$ cat config.mk
export PLATFORM = sky130hd
export DESIGN_NAME = feedback_byte_cipher_with_escape_unit
export DESIGN_NICKNAME = d
export VERILOG_FILES = /design/src/rtl/fbce_pkg.sv /design/src/rtl/feedback_byte_cipher_with_escape_unit.sv
export SDC_FILE = /design/constraint.sdc
export NUM_CORES = 1
export LEC_CHECK = 0
export BUFFER_PORTS_ARGS = -buffer_cell sky130_fd_sc_hd__buf_2
export CAP_MARGIN = 20
export CORE_MARGIN = 8
export CORE_UTILIZATION = 39
export CTS_BUF_LIST = sky130_fd_sc_hd__clkbuf_4
export CTS_CLUSTER_SIZE = 8
export DETAILED_ROUTE_END_ITERATION = 16
export SETUP_SLACK_MARGIN = 0.5
export SLEW_MARGIN = 20
export SYNTH_ARGS = -nofsm -noshare
export SYNTH_HDL_FRONTEND = slang
export SYNTH_SLANG_ARGS = --single-unit
$ cat constraint.sdc
create_clock -name clk -period 11 [get_ports clk]
set_input_delay 0.55 -clock clk [delete_from_list [all_inputs] [get_ports clk]]
set_output_delay 0.55 -clock clk [all_outputs]
set_load 0.02 [all_outputs]
$ cat src/rtl/fbce_pkg.sv
// Package: key-derived keystream terms, digit-add step and keystream evaluation.
package fbce_pkg;

    // Configuration register indexes
    localparam logic [1:0] CFG_KEY_HEAD = 2'd0;
    localparam logic [1:0] CFG_KEY_MID  = 2'd1;
    localparam logic [1:0] CFG_KEY_TAIL = 2'd2;

    localparam logic [39:0] ESC_PATTERN  = 40'h0145FCC7A2;
    localparam logic [7:0]  ESC_LAST     = 8'hA2;
    localparam logic [7:0]  PREV_INIT    = 8'hFF;
    localparam logic [7:0]  DIGIT_MAX    = 8'h0F;
    localparam logic [2:0]  HIST_FULL    = 3'd5;
    localparam logic [2:0]  SETTLE_LEN   = 3'd5;
    localparam int          KEY_BYTES    = 19;

    // Key-only terms of the keystream, one set per key.
    // Path A: first sum carried out (sa shifted right with a leading 1).
    // Path B: no carry (sa rotated); B terms indexed by the carry out of digit 10.
    typedef struct packed {
        logic [7:0]      m10;
        logic            c1;
        logic [7:0]      s3;
        logic [7:0]      s4;
        logic [7:0]      s8;
        logic [7:0]      s9;
        logic [7:0]      sb0;
        logic [7:0]      sb1;
        logic [7:0]      sb10;
        logic            e2a;
        logic [7:0]      t3a;
        logic [7:0]      t4a;
        logic [7:0]      t8a;
        logic [7:0]      t9a;
        logic [1:0]      e1b;
        logic [1:0][7:0] t3b;
        logic [1:0][7:0] t4b;
        logic [1:0][7:0] t8b;
        logic [1:0][7:0] t9b;
    } ks_pre_t;

    // One byte digit: wrapped sum, carry when the sum exceeds 0x0F. Returns {carry, sum}.
    function automatic logic [8:0] dstep(input logic [7:0] a, input logic [7:0] b,
                                         input logic cin);
        logic [8:0] s;
        s = {1'b0, a} + {1'b0, b} + {8'd0, cin};
        return {(s[7:0] > DIGIT_MAX), s[7:0]};
    endfunction

    function automatic logic [7:0] confuse(input logic [7:0] v0, input logic [7:0] v1,
                                           input logic [7:0] v2, input logic [7:0] v3);
        return 8'hFF ^ v3 ^ v2 ^ (v3 & v1) ^ (v2 & v1) ^ (v3 & v2 & v0)
               ^ (v3 & v1 & v0) ^ (v2 & v1 & v0) ^ (v3 & v2 & v1 & v0);
    endfunction

    // Keystream byte for a given previous plaintext byte: three short digit adds.
    function automatic logic [7:0] keystream(input ks_pre_t pre, input logic [7:0] prev);
        logic [8:0] r0;
        logic [8:0] r1;
        logic [8:0] r2;
        logic       e10;
        logic       ce;
        logic [7:0] v0;
        logic [7:0] v1;
        logic [7:0] v2;
        logic [7:0] v3;
        r0  = dstep(prev, pre.m10, pre.c1);
        e10 = 1'b0;
        if (r0[8])
        begin
            r1 = dstep(r0[7:0], pre.sb1, pre.e2a);
            r2 = dstep(8'h01, pre.sb0, r1[8]);
            ce = r2[8];
            v0 = pre.s3;
            v1 = pre.s8;
            v2 = ce ? pre.t3a : pre.t4a;
            v3 = ce ? pre.t8a : pre.t9a;
        end
        else
        begin
            r1  = dstep(r0[7:0], pre.sb10, 1'b0);
            e10 = r1[8];
            r2  = dstep(r0[7:0], pre.sb0, pre.e1b[e10]);
            ce  = r2[8];
            v0  = pre.s4;
            v1  = pre.s9;
            v2  = ce ? pre.t3b[e10] : pre.t4b[e10];
            v3  = ce ? pre.t8b[e10] : pre.t9b[e10];
        end
        return confuse(v0, v1, v2, v3);
    endfunction

endpackage

$ cat src/rtl/feedback_byte_cipher_with_escape_unit.sv
// Top level: feedback byte cipher with escape stuffing, key precompute and result queue.
//
// Usage
//   s_axis: one beat per byte. tdata = in_byte; tuser[0] = op (0 encrypt, 1 decrypt),
//   tuser[1] = start_of_message (restart the feedback at 0xFF and clear the escape history).
//   m_axis: result beats. tdata = out_byte; tlast marks the final result of one input beat.
//   cfg: one beat writes a key register (index 0 key_head, 1 key_mid, 2 key_tail);
//   other indexes are ignored. cfg_ready is always high.
// Timing
//   The keystream is evaluated in the accepting cycle from the state registers and a set of
//   key-only terms, so a result is in the queue the cycle after its input beat.
//   Throughput: one input beat per cycle while s_axis_tready is high. An escaped run (encrypt of
//   01 45 FC C7 A2) yields two result beats, so output drain of the 4-entry queue sets the
//   sustained rate for all-escape traffic.
//   The key-only terms come from a five-stage pipeline of digit-add chains; s_axis_tready
//   stays low after reset and after every key write while it settles.
// Reset and stall
//   Reset clears the key to zero, the feedback byte to 0xFF and the history, and empties
//   the queue. When m_axis stalls, the queue fills; s_axis_tready drops once fewer than
//   two entries are free, and nothing is lost or repeated.
module feedback_byte_cipher_with_escape_unit
    import fbce_pkg::*;
(
    input  logic        clk,
    input  logic        rst_n,
    // config write channel
    input  logic        cfg_valid,
    output logic        cfg_ready,
    input  logic [1:0]  cfg_index,
    input  logic [63:0] cfg_data,
    // input stream
    input  logic        s_axis_tvalid,
    output logic        s_axis_tready,
    input  logic [7:0]  s_axis_tdata,   // [7:0] in_byte
    input  logic [1:0]  s_axis_tuser,   // [0] op, [1] start_of_message
    // output stream
    output logic        m_axis_tvalid,
    input  logic        m_axis_tready,
    output logic [7:0]  m_axis_tdata,   // [7:0] out_byte
    output logic        m_axis_tlast    // last_of_run
);

    // ---------------- key registers ----------------
    logic [63:0] key_head_reg;
    logic [63:0] key_mid_reg;
    logic [23:0] key_tail_reg;
    logic [2:0]  settle_reg;
    logic        cfg_fire;

    assign cfg_ready = 1'b1;
    assign cfg_fire  = cfg_valid & cfg_ready;

    always_ff @(posedge clk or negedge rst_n)
    begin
        if (!rst_n)
        begin
            key_head_reg <= '0;
            key_mid_reg  <= '0;
            key_tail_reg <= '0;
            settle_reg   <= SETTLE_LEN;
        end
        else
        begin
            if (cfg_fire)
            begin
                case (cfg_index)
                    CFG_KEY_HEAD: key_head_reg <= cfg_data;
                    CFG_KEY_MID:  key_mid_reg  <= cfg_data;
                    CFG_KEY_TAIL: key_tail_reg <= cfg_data[23:0];
                    default:      ;
                endcase
            end
            if (cfg_fire)
                settle_reg <= SETTLE_LEN;
            else if (settle_reg != 3'd0)
                settle_reg <= settle_reg - 3'd1;
        end
    end

    // key_b[j] is message byte j+1 (message byte 0 is the feedback byte)
    logic [7:0] key_b [KEY_BYTES];

    always_comb
    begin
        for (int j = 0; j < 8; j++)
        begin
            key_b[j]     = key_head_reg[63 - 8*j -: 8];
            key_b[8 + j] = key_mid_reg[63 - 8*j -: 8];
        end
        for (int j = 0; j < 3; j++)
            key_b[16 + j] = key_tail_reg[23 - 8*j -: 8];
    end

    // ---------------- key precompute pipeline ----------------
    // stage 1: low halves of a+b and b+b chains (digits 9..5)
    logic [7:0] st1_s_reg [5:9];
    logic [7:0] st1_u_reg [5:9];
    logic       st1_cs_reg;
    logic       st1_cu_reg;
    logic [7:0] st1_s_next [5:9];
    logic [7:0] st1_u_next [5:9];
    logic       st1_cs_next;
    logic       st1_cu_next;

    always_comb
    begin
        logic [8:0] r;
        logic       cs;
        logic       cu;
        cs = 1'b0;
        cu = 1'b0;
        for (int i = 9; i >= 5; i--)
        begin
            r = dstep(key_b[i - 1], key_b[9 + i], cs);
            st1_s_next[i] = r[7:0];
            cs = r[8];
            r = dstep(key_b[9 + i], key_b[9 + i], cu);
            st1_u_next[i] = r[7:0];
            cu = r[8];
        end
        st1_cs_next = cs;
        st1_cu_next = cu;
    end

    // stage 2: finish both chains; sa digits 1..9 (key part), full b+b sum
    logic [7:0] sa_reg [1:9];
    logic [7:0] sb_reg [0:10];
    logic       c1_reg;
    logic [7:0] sa_next [1:9];
    logic [7:0] sb_next [0:10];
    logic       c1_next;

    always_comb
    begin
        logic [8:0] r;
        logic [7:0] u [0:9];
        logic       cs;
        logic       cu;
        cs = st1_cs_reg;
        cu = st1_cu_reg;
        for (int i = 9; i >= 5; i--)
        begin
            sa_next[i] = st1_s_reg[i];
            u[i]       = st1_u_reg[i];
        end
        for (int i = 4; i >= 1; i--)
        begin
            r = dstep(key_b[i - 1], key_b[9 + i], cs);
            sa_next[i] = r[7:0];
            cs = r[8];
        end
        for (int i = 4; i >= 0; i--)
        begin
            r = dstep(key_b[9 + i], key_b[9 + i], cu);
            u[i] = r[7:0];
            cu = r[8];
        end
        c1_next = cs;
        // carry out: leading 1 then digits; else digits then digit 0 repeated
        if (cu)
        begin
            sb_next[0] = 8'h01;
            for (int k = 1; k <= 10; k++)
                sb_next[k] = u[k - 1];
        end
        else
        begin
            for (int k = 0; k <= 9; k++)
                sb_next[k] = u[k];
            sb_next[10] = u[0];
        end
    end

    // stage 3: upper digits of the second-level sum, both paths
    logic [7:0]      t8a_reg;
    logic [7:0]      t9a_reg;
    logic            e6a_reg;
    logic [1:0][7:0] t8b_reg;
    logic [1:0][7:0] t9b_reg;
    logic [1:0]      e5b_reg;
    logic [7:0]      t8a_next;
    logic [7:0]      t9a_next;
    logic            e6a_next;
    logic [1:0][7:0] t8b_next;
    logic [1:0][7:0] t9b_next;
    logic [1:0]      e5b_next;

    always_comb
    begin
        logic [8:0] r;
        logic       e;
        t8a_next = '0;
        t9a_next = '0;
        t8b_next = '0;
        t9b_next = '0;
        // path A: sa[k] = s(k-1), digits 10..6
        e = 1'b0;
        for (int k = 10; k >= 6; k--)
        begin
            r = dstep(sa_reg[k - 1], sb_reg[k], e);
            if (k == 9)
                t9a_next = r[7:0];
            if (k == 8)
                t8a_next = r[7:0];
            e = r[8];
        end
        e6a_next = e;
        // path B: sa[k] = s(k), digits 9..5, per carry from digit 10
        for (int j = 0; j < 2; j++)
        begin
            e = j[0];
            for (int k = 9; k >= 5; k--)
            begin
                r = dstep(sa_reg[k], sb_reg[k], e);
                if (k == 9)
                    t9b_next[j] = r[7:0];
                if (k == 8)
                    t8b_next[j] = r[7:0];
                e = r[8];
            end
            e5b_next[j] = e;
        end
    end

    // stage 4: lower digits; assemble key-only term set
    ks_pre_t pre_reg;
    ks_pre_t pre_next;

    always_comb
    begin
        logic [8:0] r;
        logic       e;
        pre_next      = '0;
        pre_next.m10  = key_b[9];
        pre_next.c1   = c1_reg;
        pre_next.s3   = sa_reg[3];
        pre_next.s4   = sa_reg[4];
        pre_next.s8   = sa_reg[8];
        pre_next.s9   = sa_reg[9];
        pre_next.sb0  = sb_reg[0];
        pre_next.sb1  = sb_reg[1];
        pre_next.sb10 = sb_reg[10];
        pre_next.t8a  = t8a_reg;
        pre_next.t9a  = t9a_reg;
        pre_next.t8b  = t8b_reg;
        pre_next.t9b  = t9b_reg;
        e = e6a_reg;
        for (int k = 5; k >= 2; k--)
        begin
            r = dstep(sa_reg[k - 1], sb_reg[k], e);
            if (k == 4)
                pre_next.t4a = r[7:0];
            if (k == 3)
                pre_next.t3a = r[7:0];
            e = r[8];
        end
        pre_next.e2a = e;
        for (int j = 0; j < 2; j++)
        begin
            e = e5b_reg[j];
            for (int k = 4; k >= 1; k--)
            begin
                r = dstep(sa_reg[k], sb_reg[k], e);
                if (k == 4)
                    pre_next.t4b[j] = r[7:0];
                if (k == 3)
                    pre_next.t3b[j] = r[7:0];
                e = r[8];
            end
            pre_next.e1b[j] = e;
        end
    end

    // stage 5: keystream after the escape's last byte, used for the stuffed zero
    logic [7:0] ks_esc_reg;

    always_ff @(posedge clk)
    begin
        st1_s_reg  <= st1_s_next;
        st1_u_reg  <= st1_u_next;
        st1_cs_reg <= st1_cs_next;
        st1_cu_reg <= st1_cu_next;
        sa_reg     <= sa_next;
        sb_reg     <= sb_next;
        c1_reg     <= c1_next;
        t8a_reg    <= t8a_next;
        t9a_reg    <= t9a_next;
        e6a_reg    <= e6a_next;
        t8b_reg    <= t8b_next;
        t9b_reg    <= t9b_next;
        e5b_reg    <= e5b_next;
        pre_reg    <= pre_next;
        ks_esc_reg <= keystream(pre_reg, ESC_LAST);
    end

    // ---------------- per-byte datapath ----------------
    logic [7:0]  prev_reg;
    logic [39:0] hist_reg;
    logic [2:0]  hcnt_reg;
    logic        zdrop_reg;
    logic [7:0]  prev_next;
    logic [39:0] hist_next;
    logic [2:0]  hcnt_next;
    logic        zdrop_next;

    logic        in_fire;
    logic        in_op;
    logic        in_som;
    logic [7:0]  ks;
    logic [1:0]  push_cnt;
    logic [8:0]  push0;
    logic [8:0]  push1;

    assign in_op  = s_axis_tuser[0];
    assign in_som = s_axis_tuser[1];

    always_comb
    begin
        logic [7:0]  prev_e;
        logic [39:0] hist_e;
        logic [2:0]  hcnt_e;
        logic        zdrop_e;
        logic [7:0]  val;
        logic [39:0] hist_p;
        logic [2:0]  hcnt_p;
        // start of message restarts the feedback first
        prev_e  = in_som ? PREV_INIT : prev_reg;
        hist_e  = in_som ? '0 : hist_reg;
        hcnt_e  = in_som ? 3'd0 : hcnt_reg;
        zdrop_e = in_som ? 1'b0 : zdrop_reg;

        ks     = keystream(pre_reg, prev_e);
        val    = s_axis_tdata ^ ks;
        hcnt_p = (hcnt_e < HIST_FULL) ? hcnt_e + 3'd1 : hcnt_e;
        hist_p = {hist_e[31:0], s_axis_tdata};

        prev_next  = prev_reg;
        hist_next  = hist_reg;
        hcnt_next  = hcnt_reg;
        zdrop_next = zdrop_reg;
        push_cnt   = 2'd0;
        push0      = {1'b1, val};
        push1      = {1'b1, ks_esc_reg};

        if (in_fire)
        begin
            zdrop_next = 1'b0;
            if (!in_op)
            begin
                // encrypt: history holds plaintext
                hist_next = hist_p;
                hcnt_next = hcnt_p;
                if (hcnt_p == HIST_FULL && hist_p == ESC_PATTERN)
                begin
                    // stuffed zero follows, encrypted under feedback 0xA2
                    push0     = {1'b0, val};
                    push_cnt  = 2'd2;
                    prev_next = 8'h00;
                end
                else
                begin
                    push_cnt  = 2'd1;
                    prev_next = s_axis_tdata;
                end
            end
            else
            begin
                prev_next = val;
                if (hcnt_e == HIST_FULL && hist_e == ESC_PATTERN && val == 8'h00 && !zdrop_e)
                begin
                    // stuffed zero: swallow it, history unchanged
                    zdrop_next = 1'b1;
                    hist_next  = hist_e;
                    hcnt_next  = hcnt_e;
                end
                else
                begin
                    hist_next = {hist_e[31:0], val};
                    hcnt_next = hcnt_p;
                    push_cnt  = 2'd1;
                end
            end
        end
    end

    always_ff @(posedge clk or negedge rst_n)
    begin
        if (!rst_n)
        begin
            prev_reg  <= PREV_INIT;
            hist_reg  <= '0;
            hcnt_reg  <= 3'd0;
            zdrop_reg <= 1'b0;
        end
        else
        begin
            prev_reg  <= prev_next;
            hist_reg  <= hist_next;
            hcnt_reg  <= hcnt_next;
            zdrop_reg <= zdrop_next;
        end
    end

    // ---------------- result queue (4 entries of {last, byte}) ----------------
    logic [8:0] q_mem [4];
    logic [1:0] wr_ptr_reg;
    logic [1:0] rd_ptr_reg;
    logic [2:0] cnt_reg;
    logic       out_fire;

    assign s_axis_tready = (settle_reg == 3'd0) && (cnt_reg <= 3'd2);
    assign in_fire       = s_axis_tvalid & s_axis_tready;
    assign m_axis_tvalid = (cnt_reg != 3'd0);
    assign m_axis_tdata  = q_mem[rd_ptr_reg][7:0];
    assign m_axis_tlast  = q_mem[rd_ptr_reg][8];
    assign out_fire      = m_axis_tvalid & m_axis_tready;

    always_ff @(posedge clk)
    begin
        if (push_cnt != 2'd0)
            q_mem[wr_ptr_reg] <= push0;
        if (push_cnt == 2'd2)
            q_mem[wr_ptr_reg + 2'd1] <= push1;
    end

    always_ff @(posedge clk or negedge rst_n)
    begin
        if (!rst_n)
        begin
            wr_ptr_reg <= 2'd0;
            rd_ptr_reg <= 2'd0;
            cnt_reg    <= 3'd0;
        end
        else
        begin
            wr_ptr_reg <= wr_ptr_reg + push_cnt;
            if (out_fire)
                rd_ptr_reg <= rd_ptr_reg + 2'd1;
            cnt_reg <= cnt_reg + {1'b0, push_cnt} - {2'd0, out_fire};
        end
    end

    // ---------------- assertions ----------------
    a_q_bound: assert property (@(posedge clk) disable iff (!rst_n)
        cnt_reg <= 3'd4)
        else $error("result queue overflow");

    a_hcnt_sat: assert property (@(posedge clk) disable iff (!rst_n)
        hcnt_reg <= HIST_FULL)
        else $error("history count past saturation");

    a_cfg_settle: assert property (@(posedge clk) disable iff (!rst_n)
        cfg_fire |=> !s_axis_tready)
        else $error("input taken while key terms settle");

    a_drop_prev: assert property (@(posedge clk) disable iff (!rst_n)
        zdrop_reg |-> (prev_reg == 8'h00))
        else $error("dropped zero left nonzero feedback");

    a_esc_pair: assert property (@(posedge clk) disable iff (!rst_n)
        (push_cnt == 2'd2 && !out_fire) |=> (cnt_reg == $past(cnt_reg) + 3'd2))
        else $error("escape pair not queued");

endmodule
==> impl_metrics.toml <==
[status]
outcome = "finished clean"

[grt]
antenna_found_initial = 3
grt_pass1_vias = 25296
gr-total-overflow = 0
track_usage_pct = 18.8
grt_pass1_wl_um = 147000
grt_start_max_net_pins = 109

[cells_and_area]
drive_above_1_share_pct = 17.6
layoutNonFillerInstCount = 4986
nFillCells = 8558
syn_to_final_growth_pct = 14.8
nets = 4072
largest_reg_flops = 164

[placement]
dpl.hpwl_um = 72200
gp_congestion = 0.912
dp.cells = 4559
io_buffer_count = 91

[synth]
synth-seq-area-share_pct = 44.5
synth_cell_types = 100
yosysWarningCount = 0
synth-async-reset-ratio_pct = 29.9
synth-edff-count = 32
synthCells = 3353
syn_area_mm2 = 0.0353
ys_ff_latch = 715
syn_area_per_cell_um2 = 10.5
synthFlopType = "dfxtp_1"

[routing]
drt-vias-per-instance = 5.15
ant_nets = 0
wl_per_cell_um = 19.1
drtPass1Iterations = 5
drc = 0
first_iter_violations = 1616
totalWireLength_um = 95200
vias = 25658

[clock_tree]
tritoncts = "built"
h-tree-depth = 4
cts_sinks = 715
cts-root-buf = "clkbuf_4"
clk_latency_ns = 1.03
max-clock-path-buffers = 3
cts.clk_slew.worst_paths_ns = 0.08
cts-buffers-inserted = 188

[power]
combPwrFrac_pct = 49.1
power_switching_mw = 5.82
p_leak_nw = 18.1
power.density_mw_per_mm2 = 333
p_sw_share_pct = 43.2
max-vdd-ir-drop_uv = 292
finalPower_mw = 13.5
seqPwrFrac_pct = 33.0
intPower_mw = 7.66
power_frac_clock_pct = 17.8

[critical_path]
cp.arrival_ns = 10.81
critical-path-slowest-cell = "or4_4"
cpMostUsedCell = "inv_1"
endpoint_kind = "flop"
crit_type = "reg2reg"
critPathMaxStageDelay_ns = 0.57
r2r_slack_ns = 1.11
cp-start-kind = "flop"
critPathRequiredTime_ns = 11.93
critPathMaxFanout = 3

[floorplanning]
fp-row-count = 110
pin_count = 93
die_area_mm2 = 0.100
die_h_um = 317
fp.dieW_um = 317
core_area_mm2 = 0.0899
start_util_pct = 39.3

[sta]
max_slew_margin_pct = 28.3
clock_skew_ns = 0.0707
hold_violations = 0
post-route-period-util_pct = 89.9
worst_pin_slew_ns = 1.07
fmax_mhz = 101
setup_viol = 0
fin_tns_setup_ns = 0
rsz0062_at_grt = "yes"
post-route-min-period_ns = 9.89
slew_viol_final = 0

[flow_run]
maxCapViolCount = 0

[hold_path]
hold_class = "in2reg"
## through the flow
stage	setup WS (ns)	hold WS [ns]	cell area (um^2)	utilization, %
6_report	1.11	0.185	40500	45.1
5_1_grt	0.420	0.101	40500	45.1
4_1_cts	0.732	0.0453	40400	44.9
3_5_place_dp	0.602	0.312	37100	41.2
3_3_place_gp	0.844	0.310	37100	41.2
2_1_floorplan	1.47	0.254	35300	-
## worst max-delay path: cells and delay by family, from the launching register on
family	cells	cell delay [ns]
simple gates	7	2.91
fa+ha+maj	10	2.86
xor+xnor	5	0.44
buf+inv	8	0.50
compound gates	19	2.69
flops	1	0.40
## what timing repair did
item                                    in CTS  in global routing
setup buffers                                0                  3
gates resized for setup                      0                 17
endpoints found under the hold margin      280                  0
endpoints found under the setup margin       0                 59
hold buffers                                78                  0
## placed cells by master (no fill, tap or decap), types with 90 or more instances in the layout
master    Yosys  layout
dfxtp_1     469     469
nand2_1     315     314
clkbuf_4      0     282
ha_1        281     281
a21oi_1     216     209
dfrtp_1     204     204
xnor2_1     190     190
inv_1       185     185
mux2_2      155     155
nor2_1      123     122
o21ai_0     115     115
buf_2         6      90
## power groups by stage
stage	clock (mW)	combinational, mW	sequential, mW
6_report	2.41	6.62	4.45
5_1_grt	2.63	7.37	4.54
4_1_cts	2.48	6.53	4.45
3_5_place_dp	0	6.45	4.50
3_3_place_gp	0	6.37	4.50
2_1_floorplan	0	5.05	4.03
## layout make-up
class | instances | area (um^2) | area share [%]
Inverter | 187 | 702 | 1.73
Antenna cell | 6 | 15.0 | 0.0371
Timing Repair Buffer | 197 | 1470 | 3.63
Clock buffer | 282 | 2120 | 5.23
Sequential cell | 715 | 15700 | 38.8
Multi-Input combinational cell | 2365 | 18600 | 45.9
Tap cell | 1176 | 1470 | 3.63
Clock inverter | 58 | 413 | 1.02
## synth_stat cells (67+ instances only)
master / number / area [um^2]
dfxtp_1: 469 / 9390
mux2_2: 155 / 1750
xnor2_1: 190 / 1660
mux2i_1: 67 / 671
o21bai_1: 69 / 518
inv_1: 185 / 694
nor2_1: 123 / 462
a21o_1: 73 / 548
nand2_1: 315 / 1180
ha_1: 281 / 3520
xor2_1: 83 / 727
a21oi_1: 216 / 1080
o21ai_0: 115 / 576
dfrtp_1: 204 / 5100
## final timing paths
kind	start	endpoint	depth (start not counted)
setup / recovery	key_tail_reg[0]$_DFFE_PN0P_	st1_cs_reg$_DFF_P_	49
hold / removal	s_axis_tvalid	hist_reg[2]$_DFFE_PN0P_	5
setup reg to reg	key_tail_reg[0]$_DFFE_PN0P_	st1_cs_reg$_DFF_P_	49
hold reg to reg	pre_next[11]$_DFF_P_	pre_reg[11]$_DFF_P_	0
max in group asynchronous	rst_n	key_head_reg[20]$_DFFE_PN0P_	3
min in group asynchronous	rst_n	hist_reg[39]$_DFFE_PN0P_	2
## layer usage
layer	up-vias	routed length, um	track usage [%]
li1	12566	-	-
met1	12212	43900	25.3
met2	717	43600	30.1
met3	163	5170	3.68
met4	0	2560	6.40
met5	-	0	0
## logic make-up after synthesis
group	Yosys count	share of synthesized area, %
fa+ha+maj	337	13.1
xor+xnor	278	7.07
compound gates	703	13.2
flops	715	44.5
simple gates	810	11.5
other cells	2	0.0213
buf+inv	276	3.08
mux	232	7.49
(Power assumes the default switching activity.)
